**config.mk**
```make
export PLATFORM = sky130hd
export DESIGN_NAME = button_debounce_longpress_repeat
export DESIGN_NICKNAME = d
export VERILOG_FILES = /design/src/rtl/bdlr_pkg.sv /design/src/rtl/bdlr_cfg_regs.sv /design/src/rtl/bdlr_button.sv /design/src/rtl/button_debounce_longpress_repeat.sv
export VERILOG_INCLUDE_DIRS = /design/src /design/src/rtl
export SDC_FILE = /design/constraint.sdc
export NUM_CORES = 2
export LEC_CHECK = 0
export BUFFER_PORTS_ARGS = -buffer_cell sky130_fd_sc_hd__buf_2
export CORE_AREA = 3 3 341 259
export CTS_CLUSTER_SIZE = 20
export DETAILED_ROUTE_END_ITERATION = 8
export DIE_AREA = 0 0 344 262
export SKIP_LAST_GASP = 1
export SYNTH_ARGS = -nofsm -noshare
export SYNTH_HDL_FRONTEND = slang
export SYNTH_SLANG_ARGS = --single-unit
export TNS_END_PERCENT = 10
```
**constraint.sdc**
```tcl
create_clock -name aclk -period 11.2 [get_ports aclk]
set_clock_uncertainty 0.1 [all_clocks]
set_input_delay 1.12 -clock aclk [delete_from_list [all_inputs] [get_ports aclk]]
set_output_delay 1.12 -clock aclk [all_outputs]
set_load 0.01 [all_outputs]
```
**src/rtl/button_debounce_longpress_repeat_assert.svh**
```systemverilog
// Assertion macros shared by the button debounce RTL.
// Depends on a clock named aclk and an active-low reset named aresetn in the including module.
`ifndef BUTTON_DEBOUNCE_LONGPRESS_REPEAT_ASSERT_SVH
`define BUTTON_DEBOUNCE_LONGPRESS_REPEAT_ASSERT_SVH

// Same-cycle implication, checked outside reset.
`define BDLR_ASSERT_IMP(label, ante, cons, msg) \
    label: assert property (@(posedge aclk) disable iff (!aresetn) (ante) |-> (cons)) \
        else $error(msg);

// Next-cycle implication, checked outside reset.
`define BDLR_ASSERT_NXT(label, ante, cons, msg) \
    label: assert property (@(posedge aclk) disable iff (!aresetn) (ante) |=> (cons)) \
        else $error(msg);

`endif

```
**src/rtl/bdlr_pkg.sv**
```systemverilog
// Package for the button debouncer with long press and auto-repeat.
// Holds widths, the configuration struct, register indexes and event codes; no dependencies.
package bdlr_pkg;

    // Time arithmetic width; all time differences wrap at this width.
    localparam int TIME_BITS   = 32;
    localparam int NOW_W       = 32;
    localparam int CFG_W       = 16;
    localparam int NUM_BUTTONS = 3;
    localparam int APB_ADDR_W  = 5;
    localparam int APB_DATA_W  = 32;
    localparam int REG_IDX_W   = 3;
    localparam int CODE_W      = 4;

    typedef logic [TIME_BITS-1:0] time_t;
    typedef logic [CFG_W-1:0]     cfg_val_t;
    typedef logic [1:0]           ev_kind_t;
    typedef logic [CODE_W-1:0]    code_t;

    typedef struct packed {
        cfg_val_t debounce_time;
        cfg_val_t long_press_time;
        cfg_val_t repeat_slow_interval;
        cfg_val_t repeat_fast_interval;
        cfg_val_t fast_switch_time;
    } cfg_t;

    // Register indexes on the configuration port.
    localparam logic [REG_IDX_W-1:0] REG_DEBOUNCE    = 3'd0;
    localparam logic [REG_IDX_W-1:0] REG_LONG_PRESS  = 3'd1;
    localparam logic [REG_IDX_W-1:0] REG_REPEAT_SLOW = 3'd2;
    localparam logic [REG_IDX_W-1:0] REG_REPEAT_FAST = 3'd3;
    localparam logic [REG_IDX_W-1:0] REG_FAST_SWITCH = 3'd4;

    // Reset values of the configuration registers.
    localparam cfg_val_t RST_DEBOUNCE    = 16'd50;
    localparam cfg_val_t RST_LONG_PRESS  = 16'd800;
    localparam cfg_val_t RST_REPEAT_SLOW = 16'd400;
    localparam cfg_val_t RST_REPEAT_FAST = 16'd100;
    localparam cfg_val_t RST_FAST_SWITCH = 16'd2000;

    // Per-button event kinds.
    localparam ev_kind_t EV_NONE   = 2'd0;
    localparam ev_kind_t EV_SHORT  = 2'd1;
    localparam ev_kind_t EV_LONG   = 2'd2;
    localparam ev_kind_t EV_REPEAT = 2'd3;

    // Result codes: a button's base plus its event kind.
    localparam code_t EVC_NONE        = 4'd0;
    localparam code_t EVC_UP_BASE     = 4'd0;
    localparam code_t EVC_DOWN_BASE   = 4'd3;
    localparam code_t EVC_SELECT_BASE = 4'd6;
    localparam code_t EVC_SELECT_LONG = 4'd8;

    // Button positions in the raw level vector and in priority order.
    localparam int BTN_UP     = 0;
    localparam int BTN_DOWN   = 1;
    localparam int BTN_SELECT = 2;

    // Widens a configuration value into the time domain.
    function automatic time_t cfg_to_time(input cfg_val_t v);
        return time_t'(v);
    endfunction

endpackage

```
**src/rtl/bdlr_cfg_regs.sv**
```systemverilog
// APB-style configuration registers of the button debouncer.
// Depends on bdlr_pkg for the register indexes, reset values and cfg_t.
module bdlr_cfg_regs (
    input  logic                              aclk,
    input  logic                              aresetn,
    input  logic                              psel,
    input  logic                              penable,
    input  logic                              pwrite,
    input  logic [bdlr_pkg::APB_ADDR_W-1:0]   paddr,
    input  logic [bdlr_pkg::APB_DATA_W-1:0]   pwdata,
    output logic [bdlr_pkg::APB_DATA_W-1:0]   prdata,
    output logic                              pready,
    output bdlr_pkg::cfg_t                    cfg
);
    import bdlr_pkg::*;

    cfg_t                  cfg_reg;
    cfg_t                  cfg_next;
    logic [REG_IDX_W-1:0]  reg_idx;
    logic                  wr_en;
    cfg_val_t              wr_val;

    assign reg_idx = paddr[APB_ADDR_W-1:2];
    assign wr_en   = psel && penable && pwrite;
    assign wr_val  = pwdata[CFG_W-1:0];
    assign pready  = 1'b1;
    assign cfg     = cfg_reg;

    // Write decode; an index past the last register is ignored.
    always_comb begin
        cfg_next = cfg_reg;
        if (wr_en) begin
            unique case (reg_idx)
                REG_DEBOUNCE:    cfg_next.debounce_time        = wr_val;
                REG_LONG_PRESS:  cfg_next.long_press_time      = wr_val;
                REG_REPEAT_SLOW: cfg_next.repeat_slow_interval = wr_val;
                REG_REPEAT_FAST: cfg_next.repeat_fast_interval = wr_val;
                REG_FAST_SWITCH: cfg_next.fast_switch_time     = wr_val;
                default:         cfg_next = cfg_reg;
            endcase
        end
    end

    always_ff @(posedge aclk) begin
        if (!aresetn) begin
            cfg_reg.debounce_time        <= RST_DEBOUNCE;
            cfg_reg.long_press_time      <= RST_LONG_PRESS;
            cfg_reg.repeat_slow_interval <= RST_REPEAT_SLOW;
            cfg_reg.repeat_fast_interval <= RST_REPEAT_FAST;
            cfg_reg.fast_switch_time     <= RST_FAST_SWITCH;
        end else begin
            cfg_reg <= cfg_next;
        end
    end

    // Read mux.
    always_comb begin
        unique case (reg_idx)
            REG_DEBOUNCE:    prdata = APB_DATA_W'(cfg_reg.debounce_time);
            REG_LONG_PRESS:  prdata = APB_DATA_W'(cfg_reg.long_press_time);
            REG_REPEAT_SLOW: prdata = APB_DATA_W'(cfg_reg.repeat_slow_interval);
            REG_REPEAT_FAST: prdata = APB_DATA_W'(cfg_reg.repeat_fast_interval);
            REG_FAST_SWITCH: prdata = APB_DATA_W'(cfg_reg.fast_switch_time);
            default:         prdata = '0;
        endcase
    end

endmodule

```
**src/rtl/bdlr_button.sv**
```systemverilog
// One button's debounce, short/long press and auto-repeat tracker.
// Depends on bdlr_pkg; state advances only on a cycle where commit is high.
module bdlr_button (
    input  logic               aclk,
    input  logic               aresetn,
    input  bdlr_pkg::cfg_t     cfg,
    input  bdlr_pkg::time_t    now,
    input  logic               raw,
    input  logic               commit,
    output bdlr_pkg::ev_kind_t ev_kind
);
    import bdlr_pkg::*;

    logic  last_raw_reg,    last_raw_next;
    logic  stable_reg,      stable_next;
    logic  long_done_reg,   long_done_next;
    time_t change_time_reg, change_time_next;
    time_t press_time_reg,  press_time_next;
    time_t repeat_time_reg, repeat_time_next;

    time_t deb_diff;
    time_t held;
    time_t rep_diff;
    time_t interval;
    logic  deb_ok;

    // Debounce window: restarts whenever the raw level changes.
    always_comb begin
        last_raw_next    = raw;
        change_time_next = (raw != last_raw_reg) ? now : change_time_reg;
        deb_diff         = now - change_time_next;
        deb_ok           = deb_diff >= cfg_to_time(cfg.debounce_time);
    end

    // Stable level, press timing, long event and repeat timing.
    always_comb begin
        stable_next      = stable_reg;
        long_done_next   = long_done_reg;
        press_time_next  = press_time_reg;
        repeat_time_next = repeat_time_reg;
        held             = '0;
        rep_diff         = '0;
        interval         = '0;
        ev_kind          = EV_NONE;
        if (deb_ok) begin
            if (raw != stable_reg) begin
                stable_next = raw;
                if (raw) begin
                    press_time_next  = now;
                    long_done_next   = 1'b0;
                    repeat_time_next = now;
                end else begin
                    // Release: a short event only if no long event was given.
                    ev_kind = long_done_reg ? EV_NONE : EV_SHORT;
                end
            end
            if (stable_next) begin
                held     = now - press_time_next;
                rep_diff = now - repeat_time_next;
                interval = (held < cfg_to_time(cfg.fast_switch_time))
                         ? cfg_to_time(cfg.repeat_slow_interval)
                         : cfg_to_time(cfg.repeat_fast_interval);
                if (!long_done_next) begin
                    if (held >= cfg_to_time(cfg.long_press_time)) begin
                        long_done_next   = 1'b1;
                        repeat_time_next = now;
                        ev_kind          = EV_LONG;
                    end
                end else if (rep_diff >= interval) begin
                    repeat_time_next = now;
                    ev_kind          = EV_REPEAT;
                end
            end
        end
    end

    always_ff @(posedge aclk) begin
        if (!aresetn) begin
            last_raw_reg    <= 1'b0;
            stable_reg      <= 1'b0;
            long_done_reg   <= 1'b0;
            change_time_reg <= '0;
            press_time_reg  <= '0;
            repeat_time_reg <= '0;
        end else if (commit) begin
            last_raw_reg    <= last_raw_next;
            stable_reg      <= stable_next;
            long_done_reg   <= long_done_next;
            change_time_reg <= change_time_next;
            press_time_reg  <= press_time_next;
            repeat_time_reg <= repeat_time_next;
        end
    end

endmodule

```
**src/rtl/button_debounce_longpress_repeat.sv**
```systemverilog
// Top level of the three-button debouncer with long press and auto-repeat.
// Depends on bdlr_pkg, bdlr_cfg_regs, bdlr_button and the assertion macro header.
//
//   channel   ports                                  direction  item
//   input     s_valid s_ready s_now_ms s_raw_buttons  in         one poll
//   result    m_valid m_ready m_event_code            out        one event code per poll
//   config    psel penable pwrite paddr pwdata ...    in/out     APB register access
//
// A poll is registered on acceptance and evaluated into the result register once that
// register is free or being taken; one poll per cycle is sustained while m_ready stays high.
// The button state update and the up/down/select priority resolve in that single evaluation.
// A stalled result register holds the input register, and s_ready then drops.
// Active-low synchronous reset clears the pipeline and button state, sets config defaults.
`include "button_debounce_longpress_repeat_assert.svh"

module button_debounce_longpress_repeat (
    input  logic                              aclk,
    input  logic                              aresetn,
    input  logic                              s_valid,
    output logic                              s_ready,
    input  logic [bdlr_pkg::NOW_W-1:0]        s_now_ms,
    input  logic [bdlr_pkg::NUM_BUTTONS-1:0]  s_raw_buttons,
    output logic                              m_valid,
    input  logic                              m_ready,
    output logic [bdlr_pkg::CODE_W-1:0]       m_event_code,
    input  logic                              psel,
    input  logic                              penable,
    input  logic                              pwrite,
    input  logic [bdlr_pkg::APB_ADDR_W-1:0]   paddr,
    input  logic [bdlr_pkg::APB_DATA_W-1:0]   pwdata,
    output logic [bdlr_pkg::APB_DATA_W-1:0]   prdata,
    output logic                              pready
);
    import bdlr_pkg::*;

    cfg_t                   cfg;
    logic                   in_valid_reg, in_valid_next;
    time_t                  in_now_reg;
    logic [NUM_BUTTONS-1:0] in_raw_reg;
    logic                   m_valid_reg,  m_valid_next;
    code_t                  m_code_reg,   m_code_next;
    logic                   advance;
    logic                   in_take;
    logic [NUM_BUTTONS-1:0] commit;
    ev_kind_t               ev_up, ev_down, ev_sel;

    bdlr_cfg_regs u_cfg (
        .aclk    (aclk),
        .aresetn (aresetn),
        .psel    (psel),
        .penable (penable),
        .pwrite  (pwrite),
        .paddr   (paddr),
        .pwdata  (pwdata),
        .prdata  (prdata),
        .pready  (pready),
        .cfg     (cfg)
    );

    // Pipeline handshake: the input register moves on when the result register is free.
    assign advance = in_valid_reg && (!m_valid_reg || m_ready);
    assign s_ready = !in_valid_reg || advance;
    assign in_take = s_valid && s_ready;

    always_comb begin
        in_valid_next = in_take ? 1'b1 : (advance ? 1'b0 : in_valid_reg);
        m_valid_next  = advance ? 1'b1 : (m_ready ? 1'b0 : m_valid_reg);
    end

    // A later button only updates when every earlier one gave no event.
    assign commit[BTN_UP]     = advance;
    assign commit[BTN_DOWN]   = advance && (ev_up == EV_NONE);
    assign commit[BTN_SELECT] = advance && (ev_up == EV_NONE) && (ev_down == EV_NONE);

    bdlr_button u_btn_up (
        .aclk    (aclk),
        .aresetn (aresetn),
        .cfg     (cfg),
        .now     (in_now_reg),
        .raw     (in_raw_reg[BTN_UP]),
        .commit  (commit[BTN_UP]),
        .ev_kind (ev_up)
    );

    bdlr_button u_btn_down (
        .aclk    (aclk),
        .aresetn (aresetn),
        .cfg     (cfg),
        .now     (in_now_reg),
        .raw     (in_raw_reg[BTN_DOWN]),
        .commit  (commit[BTN_DOWN]),
        .ev_kind (ev_down)
    );

    bdlr_button u_btn_sel (
        .aclk    (aclk),
        .aresetn (aresetn),
        .cfg     (cfg),
        .now     (in_now_reg),
        .raw     (in_raw_reg[BTN_SELECT]),
        .commit  (commit[BTN_SELECT]),
        .ev_kind (ev_sel)
    );

    // Priority encode; a repeat from select reports nothing.
    always_comb begin
        priority if (ev_up != EV_NONE) begin
            m_code_next = EVC_UP_BASE + code_t'(ev_up);
        end else if (ev_down != EV_NONE) begin
            m_code_next = EVC_DOWN_BASE + code_t'(ev_down);
        end else if (ev_sel == EV_SHORT || ev_sel == EV_LONG) begin
            m_code_next = EVC_SELECT_BASE + code_t'(ev_sel);
        end else begin
            m_code_next = EVC_NONE;
        end
    end

    // Control registers.
    always_ff @(posedge aclk) begin
        if (!aresetn) begin
            in_valid_reg <= 1'b0;
            m_valid_reg  <= 1'b0;
        end else begin
            in_valid_reg <= in_valid_next;
            m_valid_reg  <= m_valid_next;
        end
    end

    // Payload registers.
    always_ff @(posedge aclk) begin
        if (in_take) begin
            in_now_reg <= s_now_ms[TIME_BITS-1:0];
            in_raw_reg <= s_raw_buttons;
        end
        if (advance) begin
            m_code_reg <= m_code_next;
        end
    end

    assign m_valid      = m_valid_reg;
    assign m_event_code = m_code_reg;

    `BDLR_ASSERT_IMP(a_code_range, m_valid, m_event_code <= EVC_SELECT_LONG, "event code out of range")
    `BDLR_ASSERT_NXT(a_take_fills, in_take, in_valid_reg, "accepted item not held in input register")
    `BDLR_ASSERT_NXT(a_advance_fills, advance, m_valid_reg, "evaluated item lost before result")
    `BDLR_ASSERT_IMP(a_stall_blocks, in_valid_reg && m_valid_reg && !m_ready, !s_ready && !advance, "input taken while result stalled")

endmodule

```
* After elaboration in Yosys (flattened, before gate mapping) *
Index checks and enable logic that the tools add are counted.

operators by class
  magnitude comparators = 12
  shift operators = 0
  multiplexer cells = 92
  add/subtract/negate cells = 11
  divide/modulo/power cells = 0
  equality and inequality tests = 12
  multipliers = 0
  reduce and logical (&&, ||, !) cells = 26
  bitwise gates (word level) = 0

operators with widths
  operator                                       number
  2-to-1 mux 32 bit                              33
  subtractor 32 bit                              9
  greater-or-equal comparator 32 x 16 -> 1 bit   6
  greater-or-equal comparator 32 bit             3
  < comparator 32 x 16 -> 1 bit                  3
  one-hot mux 16 bit (5 select lines)            1
  2-to-1 mux 16 bit                              3
  2-to-1 mux 2 bit                               22
  2-to-1 mux 1 bit                               31
  AND reduction 2 bit                            8
  2-to-1 mux 4 bit                               2
  nonzero test 2 bit                             4
  == test 3 x 2 -> 1 bit, second input constant  2
  logical AND 1 bit                              6
  != test 1 bit                                  6
  adder 3 x 2 -> 4 bit, first input constant     1
  logical NOT 2 bit                              2
  adder 2 x 2 -> 3 bit, first input constant     1
  == test 3 x 1 -> 1 bit, second input constant  1
  == test 3 bit, second input constant           1
  logical NOT 3 bit                              1
  logical OR 1 bit                               3
  == test 2 x 1 -> 1 bit, second input constant  1
  == test 2 bit, second input constant           1
  logical NOT 1 bit                              2

word-level totals
  input bits = 79
  bits in registers = 418
  output and inout bits = 39
  memories kept = 0
  ROM bits = 0
  bits in latches = 0
  RAM bits = 0
  word-level logic and storage cells = 182

* Longest topological paths before layout *
  depth after elaboration = 18
  depth in mapped cells = 43

* By module *
From an unflattened synthesis, not the netlist that was laid out.

second synthesis, totals
  cells, all modules = 5320
  area, all modules = 41855.1 um^2

modules (own cells, without submodules)
  module                            sequential area each (um^2)  area an instance (um^2)  cells an instance  times used
  bdlr_button at u_btn_sel          1981.9                       12603.3                  1669               1
  bdlr_button at u_btn_up           1981.9                       12221.7                  1601               1
  bdlr_button at u_btn_down         1981.9                       11867.6                  1596               1
  bdlr_cfg_regs                     1601.5                       3807.4                   393                1
  button_debounce_longpress_repeat  1211.2                       1355.0                   61                 1

* Worst setup path after synthesis *
Ideal clock, no wire load.

  path kind = reg-to-reg
  start = reg in_raw_reg[0]
  end = reg u_btn_sel.press_time_reg[10]
  path slack = 3.238 ns
  path buffers = 5
  stages on the path, launching flop included = 38
  arrival time = 7.781 ns
  path through = edfxtp_1 > ha_1 > nand2b_1 > clkbuf_1 > clkbuf_1 > nand2_1 > nand2_1 > ha_1 > fa_1 > nand2b_1 > a21o_1 > a2111oi_2 > o31ai_2 > o21bai_1 > and3_1 > mux2i_1 > a21bo_2 > nor2_1 > [... 2 more ...] > buf_2 > mux2i_1 > ha_1 > a211o_1 > a21oi_1 > o21ai_0 > nor4b_1 > nor4_1 > nor4b_1 > o2111a_1 > and3b_1 > a311oi_1 > a21oi_2 > a21o_1 > buf_6 > buf_1 > a31oi_1 > a211oi_2

on the way
  cells in the longest elaborated chain, start to end = 15

RTL lines
  element                                                    line                                     text
  from (decl)                                                button_debounce_longpress_repeat.sv:39   logic [NUM_BUTTONS-1:0] in_raw_reg;
  from (signal assigned)                                     button_debounce_longpress_repeat.sv:133  in_raw_reg <= s_raw_buttons;
  2-to-1 mux 32 bit / != test 1 bit (equally long branches)  bdlr_button.sv:48, bdlr_button.sv:46
  2-to-1 mux 32 bit                                          bdlr_button.sv:46                        if (raw != stable_reg) begin
  2-to-1 mux 32 bit                                          bdlr_button.sv:45                        if (deb_ok) begin
  subtractor 32 bit                                          bdlr_button.sv:58                        held = now - press_time_next;
  < comparator 32 x 16 -> 1 bit                              bdlr_button.sv:60                        interval = (held < cfg_to_time(cfg.fast_switch_time))
  2-to-1 mux 16 bit                                          bdlr_button.sv:61                        ? cfg_to_time(cfg.repeat_slow_interval)
  greater-or-equal comparator 32 bit                         bdlr_button.sv:69                        end else if (rep_diff >= interval) begin
  2-to-1 mux 2 bit                                           bdlr_button.sv:69
  2-to-1 mux 2 bit                                           bdlr_button.sv:63                        if (!long_done_next) begin
  2-to-1 mux 2 bit                                           bdlr_button.sv:57                        if (stable_next) begin
  2-to-1 mux 2 bit (*)                                       bdlr_button.sv:45
  logical NOT 2 bit (*)                                      button_debounce_longpress_repeat.sv:73   assign commit[BTN_SELECT] = advance && (ev_up == EV_NONE) && (ev_down == EV_NONE);
  logical AND 1 bit (*) (2 in series)                        button_debounce_longpress_repeat.sv:73
  AND reduction 2 bit (no line) (*)                          -
  to (signal assigned)                                       bdlr_button.sv:90                        press_time_reg <= press_time_next;
  to (decl)                                                  bdlr_button.sv:18                        time_t press_time_reg, press_time_next;

Every way passes the cells marked *; elsewhere a longest branch is shown, timed or not. The select of a mux whose other input is x is not followed.
A chain may end at the register's enable or synchronous reset.

* Worst setup path in the final report *
  start = reg in_raw_reg[0]
  end = reg u_btn_down.press_time_reg[29]

on the way
  cells in the longest elaborated chain, start to end = 14

RTL lines
  element                                                    line                                    text
  2-to-1 mux 32 bit / != test 1 bit (equally long branches)  bdlr_button.sv:48, bdlr_button.sv:46
  2-to-1 mux 32 bit                                          bdlr_button.sv:46
  2-to-1 mux 32 bit                                          bdlr_button.sv:45
  subtractor 32 bit                                          bdlr_button.sv:58
  < comparator 32 x 16 -> 1 bit                              bdlr_button.sv:60
  2-to-1 mux 16 bit                                          bdlr_button.sv:61
  greater-or-equal comparator 32 bit                         bdlr_button.sv:69
  2-to-1 mux 2 bit                                           bdlr_button.sv:69
  2-to-1 mux 2 bit                                           bdlr_button.sv:63
  2-to-1 mux 2 bit                                           bdlr_button.sv:57
  2-to-1 mux 2 bit (*)                                       bdlr_button.sv:45
  logical NOT 2 bit (*)                                      button_debounce_longpress_repeat.sv:72  assign commit[BTN_DOWN] = advance && (ev_up == EV_NONE);
  logical AND 1 bit (*)                                      button_debounce_longpress_repeat.sv:72
  AND reduction 2 bit (no line) (*)                          -
  to (signal assigned)                                       bdlr_button.sv:90
  to (decl)                                                  bdlr_button.sv:18

Marks and branches as above.

==> out/metrics.cfg <==
[clocking]
post-cts-setup-buffers = 0
cts_tree = yes
cts_max_level = 2
clock-root-buffer = clkbuf_16
cts_hold_buf = 0
postCtsResizedCells = 0
clk_pin_slew_ps = 70
cts_buffers = 48
clk_latency_ps = 640
cts_sinks = 418
clk_path_buf_depth = 3

[route]
vias_per_cell = 6.37
vias = 39271
ant_nets = 0
dr.pass1.iters = 6
drt_iter0_markers = 4647
drc = 0
wl_per_cell_um = 25.0
wirelength_mm = 154

[sta]
timing.final.crit_period_ps = 10180
setup_viol = 0
rsz0062_at_grt = no
hold_viol = 0
fin_crit_sh_pct = 90.9
whs_ps = 360
worstMarginPinSlew_ps = 1230
max_freq_mhz = 98.3
setup_tns_ps = 0
slew_viol_final = 0
maxSlewHeadroom_pct = 17.8

[worst_setup_path]
cp_slowest_stage_delay_ps = 750
crit_required_ps = 11600
cp-end-kind = flip-flop
crit_cells = 34
cpMostUsedCell = a21oi_1
crit_family = compound AO/OA/AOI/OAI gates
start_kind = flip-flop
ff2ff_path_depth = 34
critPathBufInv = 3
arrival_ps = 10580
crit_fanout = 65
slowest_stage = a2111oi_4
path_class = flip-flop to flip-flop

[synth]
synth-seq-cells = 418
muxShareOfSynthArea_pct = 7.04
yosysMostFrequentCell = a21oi_1
syn_inst = 4999
ys_seq_area_share_pct = 22.0
synth_xor_area_share_pct = 4.29
ys.flop_type = dfxtp_1
synth_enable_flop_cells = 39
post_synth_and_or_nand_nor_area_fraction_pct = 17.3
ys_types = 99
synthDominantCellAreaShare_pct = 19.1
synth_area_leaders = dfxtp_1, ha_1, a21oi_1
yosysWarnings = 0
yosys.area.top_type = dfxtp_1
synth_top_family_by_area = compound AO/OA/AOI/OAI gates
synth_compound_area_share_pct = 29.4
synth_area_um2 = 39800
syn_area_per_cell_um2 = 7.97
synth_fa_ha_area_share_pct = 15.4
postSynth.asyncResetShare_pct = 0
synthTopCellsByCount = a21oi_1, nand2_1, ha_1, dfxtp_1, nor2_1

[power]
vdd_ir_drop_max_uv = 152
p_leak_nw = 16.9
powerDensity_nw_per_um2 = 139
total_power_mw = 6.03

[flow_run]
drv_cap = 0

[grt]
grt_pass1_wl_mm = 225
grt_pass1_vias = 34704
grt_antenna_before_repair = 12
gr-total-overflow = 0
grt_max_degree = 96
grt_usage_pct = 32.9

[place]
dpl_cell_area_um2 = 41400
io_buffer_count = 82
dp_hpwl_mm = 117
gp_congestion = 1.02

[cells_and_area]
largest_reg_flops = 80
final_layout_size_suffix_gt1_share_pct = 8.64
stdcell_area_um2 = 43200
syn_to_final_growth_pct = 8.59
nNetsFinal = 5539

[floorplan]
die_w_um = 344
chipHeight_um = 262
coreArea_um2 = 85400
die_area_um2 = 90100
io_pins = 118
fp-row-count = 93
start_util_pct = 46.6

[outcome]
status = finished clean

[worst_hold_path]
holdPathStages = 2
hold_class = flip-flop to flip-flop

tightest hold or removal path, delay by kind of cell (launching register included):
family | cells | cell delay (ps)
flops | 1 | 310
simple gates | 1 | 50
compound gates | 1 | 50
per-stage QoR:
step / cells / setup WS [ps] / util [%]
after global placement: 6064 / 1070 / 48.5
after floorplan: 5014 / 3240 / -
after CTS: 6153 / 952 / 50.6
after detailed placement: 6064 / 1000 / 48.5
after global routing: 6155 / 239 / 50.6
final: 6162 / 1020 / 50.6
final timing paths:
kind                                                     from                            end  slack (ps)
worst max-delay path                            in_raw_reg[0]  u_btn_down.press_time_reg[29]        1020
worst min-delay path            u_btn_down.change_time_reg[0]  u_btn_down.change_time_reg[0]         360
worst max register to register                  in_raw_reg[0]  u_btn_down.press_time_reg[29]        1020
worst min register to register  u_btn_down.change_time_reg[0]  u_btn_down.change_time_reg[0]         360
placed cells by master, fill, tap and decap left out, types with 77 or more instances in the layout:
| cell type | netlist | layout |
|---|---|---|
| a21oi_1 | 664 | 663 |
| nand2_1 | 545 | 545 |
| ha_1 | 477 | 477 |
| dfxtp_1 | 379 | 379 |
| nor2_1 | 355 | 355 |
| mux2i_1 | 269 | 269 |
| o21ai_0 | 187 | 187 |
| a21o_1 | 144 | 143 |
| inv_1 | 127 | 126 |
| xnor2_1 | 119 | 119 |
| a211oi_1 | 114 | 114 |
| and2_1 | 107 | 106 |
| buf_4 | 30 | 99 |
| buf_2 | 37 | 81 |
| nand3_1 | 77 | 77 |
kinds of logic after synthesis:
family          count (synthesis)
compound gates               1744
xor+xnor                      195
fa+ha+maj                     486
buf+inv                       404
flops                         418
mux                           279
other cells                     2
simple gates                 1471
per-layer routing:
metal  up-vias  wire (um)  GRT usage, %
met3       195      18600          9.48
met1     18586      70800          49.3
li1      18673          -             -
met5         -         12             0
met2      1815      60400          45.6
met4         2       3980          8.18
report_power, final:
part | switching [mW] | total [mW] | internal [mW]
combinational | 1.58 | 2.55 | 0.970
sequential | 0.0700 | 1.65 | 1.58
clock | 0.736 | 1.83 | 1.09
total | 2.39 | 6.03 | 3.64
layout make-up:
| cell class | instances | area [um2] |
|---|---|---|
| Antenna cell | 9 | 22.5 |
| Clock buffer | 67 | 1480 |
| Clock inverter | 22 | 335 |
| Fill cell | 8347 | 42200 |
| Inverter | 128 | 488 |
| Multi-Input combinational cell | 4192 | 29500 |
| Sequential cell | 418 | 8760 |
| Tap cell | 1140 | 1430 |
| Timing Repair Buffer | 186 | 1270 |
Note: power is estimated with default switching activity, not from simulation.
